==> src/idl_pkg.sv <==
package idl_pkg;

   // Store geometry and field widths
   localparam int DEPTH      = 4096;
   localparam int SAMPLE_W   = 24;
   localparam int FRAC_W     = 16;
   localparam int ADDR_W     = $clog2(DEPTH);
   localparam int LEN_W      = ADDR_W + 1;
   localparam int DELAY_W    = 28;
   localparam int INT_W      = DELAY_W - FRAC_W;
   localparam int MODE_W     = 2;
   localparam int CSR_IDX_W  = 2;
   localparam int CSR_DATA_W = 28;

   // Remainder unit step counter
   localparam int REM_CNT_W = $clog2(INT_W + 1);

   // Lagrange arithmetic widths
   localparam int K_W    = SAMPLE_W + 4;
   localparam int ACC_W  = SAMPLE_W + FRAC_W + 6;
   localparam int LO_W   = ACC_W / 2;
   localparam int HI_W   = ACC_W - LO_W;
   localparam int PHI_W  = HI_W + FRAC_W + 1;
   localparam int PLO_W  = LO_W + FRAC_W;
   localparam int X_W    = ACC_W + 1;
   localparam int U_W    = X_W - FRAC_W - 1;
   localparam int RCP_W  = 32;
   localparam logic [RCP_W-1:0] RECIP3 = 32'h5555_5555;

   // Linear arithmetic width
   localparam int LIN_W = SAMPLE_W + FRAC_W + 2;

   // Saturation input width
   localparam int SAT_W = 48;

   // Register indexes
   localparam logic [CSR_IDX_W-1:0] CSR_LINE_LENGTH = 2'd0;
   localparam logic [CSR_IDX_W-1:0] CSR_DELAY       = 2'd1;
   localparam logic [CSR_IDX_W-1:0] CSR_MODE        = 2'd2;

   // Interpolation modes (code 3 runs as Lagrange)
   localparam logic [MODE_W-1:0] MODE_NEAREST  = 2'd0;
   localparam logic [MODE_W-1:0] MODE_LINEAR   = 2'd1;
   localparam logic [MODE_W-1:0] MODE_LAGRANGE = 2'd2;

   // Horner step coefficient select
   localparam logic [1:0] HSTEP_K2 = 2'd0;
   localparam logic [1:0] HSTEP_K1 = 2'd1;
   localparam logic [1:0] HSTEP_K0 = 2'd2;

   typedef struct packed {
      logic       accept;
      logic       rd_issue;
      logic       kcoef;
      logic       hmul;
      logic       hadd;
      logic [1:0] hstep;
      logic       lmul;
      logic       lsum;
      logic       div1;
      logic       div2;
      logic       div3;
      logic       div4;
      logic       out_load;
   } idl_cmd_type;

   typedef struct packed {
      logic              busy;
      logic [MODE_W-1:0] mode;
   } idl_status_type;

   // Clamp a wide signed value to the sample range
   function automatic logic signed [SAMPLE_W-1:0] sat_sample(input logic signed [SAT_W-1:0] v);
      logic signed [SAT_W-1:0] hi;
      logic signed [SAT_W-1:0] lo;
      hi = (SAT_W'(1) <<< (SAMPLE_W - 1)) - SAT_W'(1);
      lo = -hi - SAT_W'(1);
      if (v > hi) begin
         return hi[SAMPLE_W-1:0];
      end else if (v < lo) begin
         return lo[SAMPLE_W-1:0];
      end
      return v[SAMPLE_W-1:0];
   endfunction

endpackage

==> src/idl_ctrl.sv <==
module idl_ctrl import idl_pkg::*; (
   input  logic           clock,
   input  logic           reset,
   input  logic           req_valid,
   output logic           req_ready,
   output logic           rsp_valid,
   input  logic           rsp_ready,
   output idl_cmd_type    cmd,
   input  idl_status_type status
);

   localparam logic [3:0] S_IDLE  = 4'd0;
   localparam logic [3:0] S_READ  = 4'd1;
   localparam logic [3:0] S_LAST  = 4'd2;
   localparam logic [3:0] S_KCOEF = 4'd3;
   localparam logic [3:0] S_HMUL  = 4'd4;
   localparam logic [3:0] S_HADD  = 4'd5;
   localparam logic [3:0] S_DIV1  = 4'd6;
   localparam logic [3:0] S_DIV2  = 4'd7;
   localparam logic [3:0] S_DIV3  = 4'd8;
   localparam logic [3:0] S_DIV4  = 4'd9;
   localparam logic [3:0] S_LMUL  = 4'd10;
   localparam logic [3:0] S_LSUM  = 4'd11;
   localparam logic [3:0] S_OUT   = 4'd12;

   logic [3:0] state_ff, state_in;
   logic [1:0] cnt_ff, cnt_in;
   logic       rsp_valid_ff, rsp_valid_in;
   logic       slot_free;

   assign slot_free = !rsp_valid_ff || rsp_ready;
   assign req_ready = (state_ff == S_IDLE) && !status.busy;

   // Sequence one word through reads, arithmetic and the output slot
   always_comb begin
      state_in = state_ff;
      cnt_in   = cnt_ff;
      cmd      = '0;
      unique case (state_ff)
         S_IDLE: begin
            if (req_valid && req_ready) begin
               cmd.accept = 1'b1;
               state_in   = S_READ;
               case (status.mode)
                  MODE_NEAREST: cnt_in = 2'd0;
                  MODE_LINEAR:  cnt_in = 2'd1;
                  default:      cnt_in = 2'd3;
               endcase
            end
         end
         S_READ: begin
            cmd.rd_issue = 1'b1;
            if (cnt_ff == 2'd0) begin
               state_in = S_LAST;
            end else begin
               cnt_in = cnt_ff - 2'd1;
            end
         end
         S_LAST: begin
            case (status.mode)
               MODE_NEAREST: state_in = S_OUT;
               MODE_LINEAR:  state_in = S_LMUL;
               default:      state_in = S_KCOEF;
            endcase
         end
         S_KCOEF: begin
            cmd.kcoef = 1'b1;
            cnt_in    = 2'd0;
            state_in  = S_HMUL;
         end
         S_HMUL: begin
            cmd.hmul = 1'b1;
            state_in = S_HADD;
         end
         S_HADD: begin
            cmd.hadd  = 1'b1;
            cmd.hstep = cnt_ff;
            if (cnt_ff == HSTEP_K0) begin
               state_in = S_DIV1;
            end else begin
               cnt_in   = cnt_ff + 2'd1;
               state_in = S_HMUL;
            end
         end
         S_DIV1: begin
            cmd.div1 = 1'b1;
            state_in = S_DIV2;
         end
         S_DIV2: begin
            cmd.div2 = 1'b1;
            state_in = S_DIV3;
         end
         S_DIV3: begin
            cmd.div3 = 1'b1;
            state_in = S_DIV4;
         end
         S_DIV4: begin
            cmd.div4 = 1'b1;
            state_in = S_OUT;
         end
         S_LMUL: begin
            cmd.lmul = 1'b1;
            state_in = S_LSUM;
         end
         S_LSUM: begin
            cmd.lsum = 1'b1;
            state_in = S_OUT;
         end
         S_OUT: begin
            if (slot_free) begin
               cmd.out_load = 1'b1;
               state_in     = S_IDLE;
            end
         end
         default: begin
            state_in = S_IDLE;
         end
      endcase
   end

   // Hold the result word until it is taken
   always_comb begin
      rsp_valid_in = rsp_valid_ff;
      if (cmd.out_load) begin
         rsp_valid_in = 1'b1;
      end else if (rsp_ready) begin
         rsp_valid_in = 1'b0;
      end
   end

   always_ff @(posedge clock) begin
      if (reset) begin
         state_ff     <= S_IDLE;
         cnt_ff       <= 2'd0;
         rsp_valid_ff <= 1'b0;
      end else begin
         state_ff     <= state_in;
         cnt_ff       <= cnt_in;
         rsp_valid_ff <= rsp_valid_in;
      end
   end

   assign rsp_valid = rsp_valid_ff;

endmodule

==> config.mk <==
export PLATFORM = sky130hd
export DESIGN_NAME = idl_ctrl
export DESIGN_NICKNAME = d
export VERILOG_FILES = /design/src/idl_pkg.sv /design/src/idl_ctrl.sv
export SDC_FILE = /design/constraint.sdc
export NUM_CORES = 1
export LEC_CHECK = 0
export BUFFER_PORTS_ARGS = -buffer_cell sky130_fd_sc_hd__buf_4
export CAP_MARGIN = 20
export CORE_MARGIN = 2
export CORE_UTILIZATION = 46
export CTS_CLUSTER_DIAMETER = 30
export DETAILED_ROUTE_END_ITERATION = 6
export GPL_TIMING_DRIVEN = 0
export PLACE_DENSITY = 0.76
export SLEW_MARGIN = 10
export SYNTH_ARGS = -nofsm -noshare
export SYNTH_HDL_FRONTEND = slang
export SYNTH_SLANG_ARGS = --single-unit
==> constraint.sdc <==
create_clock -name clock -period 1.7 [get_ports clock]
set_clock_uncertainty 0.1 [all_clocks]
set_input_delay 0.255 -clock clock [delete_from_list [all_inputs] [get_ports clock]]
set_output_delay 0.255 -clock clock [all_outputs]
set_load 0.02 [all_outputs]
# --- After elaboration in Yosys (flattened, before gate mapping) ---
# Index checks and enable logic that the tools add are counted.
classes:
  add_sub_neg: 2
  n_eq_ne: 19
  reduce_logical: 13
  mux: 27
op_table:
  columns: ["operator", "n"]
  rows:
  - ["$pmux W4 S12", 1]
  - ["$eq A4 B4 Y1 const B", 5]
  - ["$eq A4 B3 Y1 const B", 4]
  - ["$mux W1", 15]
  - ["$mux W4", 3]
  - ["$eq A4 B2 Y1 const B", 2]
  - ["$mux W2", 4]
  - ["$ne A2 B2 Y1 const B", 4]
  - ["$pmux W2 S4", 1]
  - ["$pmux W4 S2", 1]
  - ["$eq A4 B1 Y1 const B", 1]
  - ["$logic_not A2 Y1", 2]
  - ["$logic_not A4 Y1", 1]
  - ["$pmux W2 S2", 1]
  - ["$reduce_and A4 Y1", 1]
  - ["$reduce_bool A4 Y1", 1]
  - ["$mux W3", 1]
  - ["$reduce_and A3 Y1", 1]
  - ["$add A2 B1 Y2 const B", 1]
  - ["$eq A2 B1 Y1 const B", 1]
  - ["$eq A2 B2 Y1 const B", 1]
  - ["$logic_and A1 B1 Y1", 2]
  - ["$logic_not A1 Y1", 2]
  - ["$ne A2 B1 Y1 const B", 1]
  - ["other kinds (4)", 4]
word_totals:
  wordCells: 64
  in_bits: 7
  register_bits: 7
  out_inout_bits: 16

# --- Depth between registers and ports, before layout ---
# Gate-level depths: netlist of the first run.
logic_depth:
  word_depth: 5
  mapped_depth: 6
  depth_no_buf: 4

# --- Worst setup path after synthesis of the first run ---
# OpenSTA, ideal clock, no wires.
synth_path:
  path_type: "flip-flop to output port"
  start: "register state_ff[1]"
  end: "output port cmd[13] (netlist name)"
  setup_slack_ns: -0.142
  arrival_ns: 1.487
  n_path_buf: 2
  required_time_ns: 1.345
  path_stages_with_launch: 5
  cell_sequence: "dfxtp_1 > buf_2 > or2_1 > clkbuf_1 > nor4_1"
synth_lines:
  columns: ["item", "line", "source"]
  rows:
  - ["start: declaration", "idl_ctrl.sv:26", "logic [3:0] state_ff, state_in;"]
  - ["start signal: assignment", "idl_ctrl.sv:137", "state_ff <= state_in;"]
  - ["end: declaration", "idl_ctrl.sv:8", "output idl_cmd_type cmd,"]

# --- Final worst setup path of the first run ---
layout_path:
  start: "register state_ff[2]"
  end: "register cnt_ff[1]"
layout_between:
  elab_chain_len: 5
  word_cells_on_any_way: 12
  cone_classes: "eq/ne: 6; mux: 1; reduce/logical: 5"
layout_rtl:
  columns: ["item", "line", "source"]
  rows:
  - ["$logic_not A4 Y1", "idl_ctrl.sv:32, idl_ctrl.sv:39", null]
  - ["$logic_and A1 B1 Y1", "idl_ctrl.sv:32", "assign req_ready = (state_ff == S_IDLE) && !status.busy;"]
  - ["$logic_and A1 B1 Y1", "idl_ctrl.sv:41", "if (req_valid && req_ready) begin"]
  - ["$ne A2 B1 Y1 (no source line)", null, null]
  - ["$reduce_and A4 Y1 (no source line)", null, null]
  - ["end signal: assignment", "idl_ctrl.sv:138", "cnt_ff <= cnt_in;"]
  - ["end: declaration", "idl_ctrl.sv:27", "logic [1:0] cnt_ff, cnt_in;"]
# Parallel ways exist; a longest one is shown, timed or not.
# A chain may end at the register's enable or synchronous reset.

==> results.json, run 1 <==
{
  "multi_input_area_um2": 452,
  "die_y_um": 40.3,
  "synth.ff_latch_count": 7,
  "drtAntennaViolNets": 0,
  "r2r_start": "state_ff[2]",
  "slew_headroom_pct": 70.8,
  "antenna_found_initial": 0,
  "grt_pass1_wl_mm": 2.49,
  "hold_viol": 0,
  "timing.rr.end": "cnt_ff[1]",
  "cts_tree": "built",
  "wirelength_mm": 1.70,
  "initial_core_util_pct": 47.7,
  "slew_violations": 0,
  "hp-class": "primary input to register",
  "htreeDepth": 1,
  "nFillCells": 98,
  "synth_area_per_cell_um2": 7.30,
  "path_class": "register to register",
  "grt_busiest_layer": "met2",
  "clock_latency_ps": 250,
  "seqCellArea_um2": 148,
  "routed-via-count": 729,
  "powerDensity_nw_per_um2": 1200,
  "setup_viol": 0,
  "end_kind": "register",
  "die-area_um2": 1620,
  "cts_sinks": 7,
  "drt_iter0_drc": 19,
  "syn_to_final_growth_pct": 49.8,
  "firstDrtPassIters": 4,
  "stdcell_area_um2": 907,
  "syn-num-nets": 90,
  "numCtsBuffers": 3,
  "regToRegSetupSlack_ps": 20,
  "synthCells": 83,
  "grt_max_degree": 11,
  "cts-root-buf": "clkbuf_4",
  "synth_cell_types": 38,
  "grt-ovfl-total": 0,
  "rsz0062_at_grt": "yes",
  "p_sw_mw": 0.480,
  "ioPinCount": 23,
  "p_seq_share_pct": 27.3,
  "grt_util_all_layers_pct": 22.5,
  "hold_buffers": 0,
  "hpwl_mm": 1.21,
  "worstPathRequired_ps": 1760,
  "yosys.area.top_type_share_pct": 23.1,
  "internal-power_mw": 0.606,
  "ys_seq_area_share_pct": 23.1,
  "wl_per_cell_um": 13.6,
  "core_um2": 1270,
  "clockPowerShare_pct": 13.6,
  "met2_usage_pct": 36.7,
  "path_clk_slew_ps": 50,
  "power_frac_comb_pct": 59.1,
  "crit_fanout": 5,
  "fmax_mhz": 594,
  "finalCriticalPeriod_ps": 1680,
  "crit_path_start_kind": "register",
  "synth_top_area_cell": "dfxtp_1",
  "fin_nets": 118,
  "hp-start": "reset",
  "avgViaCountPerCell": 5.83,
  "status": "finished clean",
  "tightest_slew_ps": 428,
  "synth_area_leaders": "dfxtp_1 (23%), nor2_1 (7.4%), nor3_1 (5.8%)",
  "rr_worst_depth": 4,
  "port_buffers": 22,
  "finalPower_mw": 1.09,
  "row_count": 13,
  "drt_drc_violations_left": 0,
  "placedInstanceArea_um2": 806,
  "grtUsageMet1_pct": 28.7,
  "yosysWarnings": 0,
  "holdPathStages": 2,
  "min_to": "state_ff[0]",
  "fin_crit_sh_pct": 99.1,
  "gp_congestion": 0.935,
  "cp.arrival_ps": 1740,
  "fp.dieW_um": 40.3,
  "maxCapViolCount": 0,
  "p_leak_nw": 0.359,
  "max-clock-path-buffers": 2,
  "netSwitchingFraction_pct": 44.2,
  "antenna_cells": 0,
  "grt_pass1_vias": 601,
  "netlist_area_um2": 606,
  "grt.met3_usage_pct": 1.67,
  "vdd_ir_drop_max_v": 0.000778,
  "layout-drive-gt1-share_pct": 47.3
}
[placed cells by master (no fill, tap or decap), drive strengths merged, types with 2 or more instances in the layout]
cell and count:
a311oi 2, a21oi 5, nor2 12, buf 28, nor4 2, o21ai 2, a211oi 2, nand2 7
inv 4, a2111oi 2, dfxtp 7, or2 2, xnor2 2, nor3 7, a211o 2, clkbuf 6
nand2b 3, and2 2
[power groups by stage]
stage                     Clock (mW)  Sequential, mW  Combinational, mW
after detailed placement           0           0.269              0.582
after global placement             0           0.268              0.576
after CTS                      0.156           0.282              0.610
after global routing           0.163           0.306              0.690
final                          0.147           0.297              0.642
after floorplan                    0           0.255              0.453
[worst max-delay path: stages (launching register included)]
cell      delay [ps]
dfxtp_4          360
buf_6            120
or4b_1           510
a21o_1           240
a311oi_2         260
[synth_stat cells]
master / number
nor2b_1: 1
buf_6: 1
a21oi_1: 5
a2111oi_1: 1
nor3_1: 7
nor2_1: 12
o22ai_1: 1
o21ai_0: 2
o21ba_2: 1
a211oi_2: 1
or4b_1: 1
buf_1: 1
inv_2: 1
or2_2: 1
a21o_1: 1
or3_1: 1
o21a_1: 1
dfxtp_1: 7
nand2_1: 7
a31oi_1: 1
a211oi_1: 1
or3b_4: 1
a211o_1: 2
and2_1: 2
inv_1: 3
o311a_1: 1
buf_4: 1
and3_1: 1
nor4_1: 2
xnor2_1: 2
a32oi_1: 1
clkbuf_1: 3
nand2b_1: 3
a311oi_1: 2
or2_1: 1
a2111oi_0: 1
a221oi_4: 1
buf_2: 1
[cells by family after synthesis]
family	count (synthesis)	share of synthesized area [%]
DFF	7	23.1
xor gates and xnor gates	2	2.89
AOI/OAI and AO/OA	23	31.6
and+or+nand+nor	40	33.5
buffers and inverters	11	8.88
[worst max path at each step]
stage | start | end | slack, ps
finish | state_ff[2] | cnt_ff[1] | 20
global route | state_ff[2] | cnt_ff[1] | -60
CTS | state_ff[2] | cnt_ff[1] | -0.1
detailed placement | state_ff[3] | cmd[0] | -40
global placement | state_ff[3] | cmd[0] | -30
floorplan | state_ff[1] | cmd[7] | 20
[area by class of cell]
type                       count  share of cell area [%]
inverter                       4                    1.66
sequential                     7                    16.3
clock buffer                   4                    2.90
tap                           15                    2.07
multi-input combinational     65                    49.8
buffer                         4                    5.38
timing repair buffer          26                    21.9
[metal layers]
metal  routed length [um]  up-vias
met3                  148        4
li1                     -      358
met1                  730      322
met2                  814       45
met4                   10        0
met5                    0        -
[state kept, by name, summed over array words and instances, names as in the netlist]
name and cells:
rsp_valid 1, cnt_ff 2, state_ff 4
[per-stage QoR]
stage	setup TNS [ps]	instances	utilization, %	hold slack (ps)	setup WS (ps)
2_1_floorplan	0	83	-	227	20.7
3_3_place_gp	-26.1	120	63.5	385	-26.1
3_5_place_dp	-44.7	120	63.5	389	-44.7
4_1_cts	-0.140	125	69.8	121	-0.140
5_1_grt	-83.8	125	71.5	138	-61.1
6_report	0	125	71.5	128	15.5
[repair_timing]
action | 4_1_cts | 5_1_grt
buffers inserted | 3 | 1
setup endpoints to repair | 18 | 9
resized for setup | 11 | 8
hold endpoints to repair | 0 | 0
pin swaps | 4 | 7
Power figures use the tool's default switching activity.
==> run 2: changes to the inputs <==
CORE_UTILIZATION = 37   (was 46)
PLACE_DENSITY = unset   (was 0.76)
==> run 2 against run 1 <==
  * Critical path type is now register to primary output
  * Flip-flop and latch count unchanged
  * Non-clock buffer count increased by 5
  * Largest cell class unchanged
  * Critical endpoint is now cmd[13]
  * Worst hold slack got worse by 3.7 ps
==> results.json, run 2 (synthesized netlist as in run 1, its figures left out) <==
{
  "timing.rr.end": "cnt_ff[1]",
  "htreeDepth": 1,
  "hold_slack_ps": 124,
  "internal-power_mw": 0.633,
  "final_common_cell": "buf_4",
  "gp_congestion": 0.903,
  "antenna_found_initial": 0,
  "path_clk_slew_ps": 50,
  "crit_fanout": 9,
  "syn_to_final_growth_pct": 60.7,
  "p_seq_share_pct": 26.6,
  "crit_path_start_kind": "register",
  "worstPathRequired_ps": 1340,
  "hold_buffers": 0,
  "regToRegSetupSlack_ps": 50,
  "wirelength_mm": 1.92,
  "ioPinCount": 23,
  "grt_max_degree": 11,
  "slew_headroom_pct": 76.8,
  "hp-class": "primary input to register",
  "maxCapViolCount": 0,
  "netSwitchingFraction_pct": 44.9,
  "grt_pass1_wl_mm": 2.93,
  "die_y_um": 44.5,
  "fmax_mhz": 597,
  "firstDrtPassIters": 4,
  "largest_reg_flops": 4,
  "critPathCapture": "cmd[13]",
  "mostFrequentLayoutCells": "buf_4 (28), nor2_1 (11), buf_6 (5), nand2_1 (5), nor3_1 (5)",
  "startpoint": "state_ff[1]",
  "final_core_util_pct": 63.9,
  "clockPowerShare_pct": 13.3,
  "powerDensity_nw_per_um2": 1180,
  "fin_nets": 123,
  "hp-start": "reset",
  "grt_pass1_vias": 638,
  "rr_worst_depth": 5,
  "tightest_slew_ps": 347,
  "finalCriticalPeriod_ps": 1680,
  "fin_crit_sh_pct": 98.5,
  "initial_core_util_pct": 39.7,
  "drtAntennaViolNets": 0,
  "fp.dieW_um": 44.5,
  "avgViaCountPerCell": 5.75,
  "layout-drive-gt1-share_pct": 53.0,
  "slew_violations": 0,
  "cts_sinks": 7,
  "hold_viol": 0,
  "antenna_cells": 0,
  "cts_tree": "built",
  "numCtsBuffers": 3,
  "cts-root-buf": "clkbuf_4",
  "r2r_start": "state_ff[2]",
  "stdcell_area_um2": 973,
  "end_kind": "primary output",
  "power_frac_comb_pct": 60.1,
  "top_register": "state_ff",
  "wl_per_cell_um": 14.7,
  "worst_slack_ps": 24.8,
  "placedInstanceArea_um2": 807,
  "hpwl_mm": 1.34,
  "drt_drc_violations_left": 0,
  "grt-ovfl-total": 0,
  "rsz0062_at_grt": "yes",
  "drt_iter0_drc": 36,
  "p_sw_mw": 0.517,
  "post-place-ws_ps": -26.1,
  "path_class": "register to primary output",
  "port_buffers": 22,
  "die-area_um2": 1980,
  "grt_util_all_layers_pct": 20.4,
  "clock_latency_ps": 260,
  "max-clock-path-buffers": 2,
  "vdd_ir_drop_max_v": 0.000722,
  "p_leak_nw": 0.403,
  "cp.arrival_ps": 1320,
  "status": "finished clean",
  "setup_viol": 0,
  "row_count": 14,
  "routed-via-count": 753,
  "core_um2": 1520
}
[run 2: metrics by stage]
step           setup TNS [ps]  power, mW  std cells
6_report                    0       1.15        131
3_3_place_gp            -34.3      0.858        121
4_1_cts                 -16.1       1.08        126
2_1_floorplan               0      0.708         83
5_1_grt                  -120       1.24        131
3_5_place_dp            -44.7      0.862        121
[run 2: layout make-up]
| cell class | instances | area [um2] |
|---|---|---|
| Sequential cell | 7 | 145 |
| Clock buffer | 4 | 26.3 |
| Inverter | 4 | 15.0 |
| Buffer | 5 | 60.1 |
| Multi-Input combinational cell | 65 | 470 |
| Tap cell | 16 | 20.0 |
| Timing Repair Buffer | 30 | 236 |
| Fill cell | 164 | 551 |
[run 2: repair_timing]
| item | in CTS | in global routing |
|---|---|---|
| hold endpoints to repair | 0 | 0 |
| resized for setup | 12 | 14 |
| endpoints found under the setup margin | 15 | 12 |
| gates cloned | 0 | 2 |
| setup buffers | 3 | 3 |
| pin swaps | 2 | 7 |
[run 2: worst min-delay path by stage]
stage / endpoint / slack (ps) / cells past startpoint
after detailed placement: cnt_ff[0] / 390 / 2
after floorplan: cnt_ff[0] / 230 / 1
final: state_ff[0] / 120 / 2
after global placement: state_ff[0] / 390 / 2
after global routing: state_ff[0] / 120 / 2
after CTS: state_ff[0] / 110 / 2
[run 2: per-layer routing]
metal / routed length (um) / GRT usage (%)
met1: 837 / 27.9
met2: 866 / 30.9
met3: 175 / 1.22
met4: 41 / 13.3
met5: 0 / 0
[run 2: power by group through the flow]
stage | logic (mW) | clock network (mW) | registers [mW]
after global routing | 0.751 | 0.171 | 0.313
after floorplan | 0.453 | 0 | 0.255
after CTS | 0.632 | 0.161 | 0.283
after detailed placement | 0.593 | 0 | 0.269
final | 0.691 | 0.153 | 0.305
after global placement | 0.587 | 0 | 0.271
[run 2: critical path: stages (launching register included)]
cell	delay (ps)
dfxtp_2	380
or2_4	300
nor4_2	210
buf_4	180
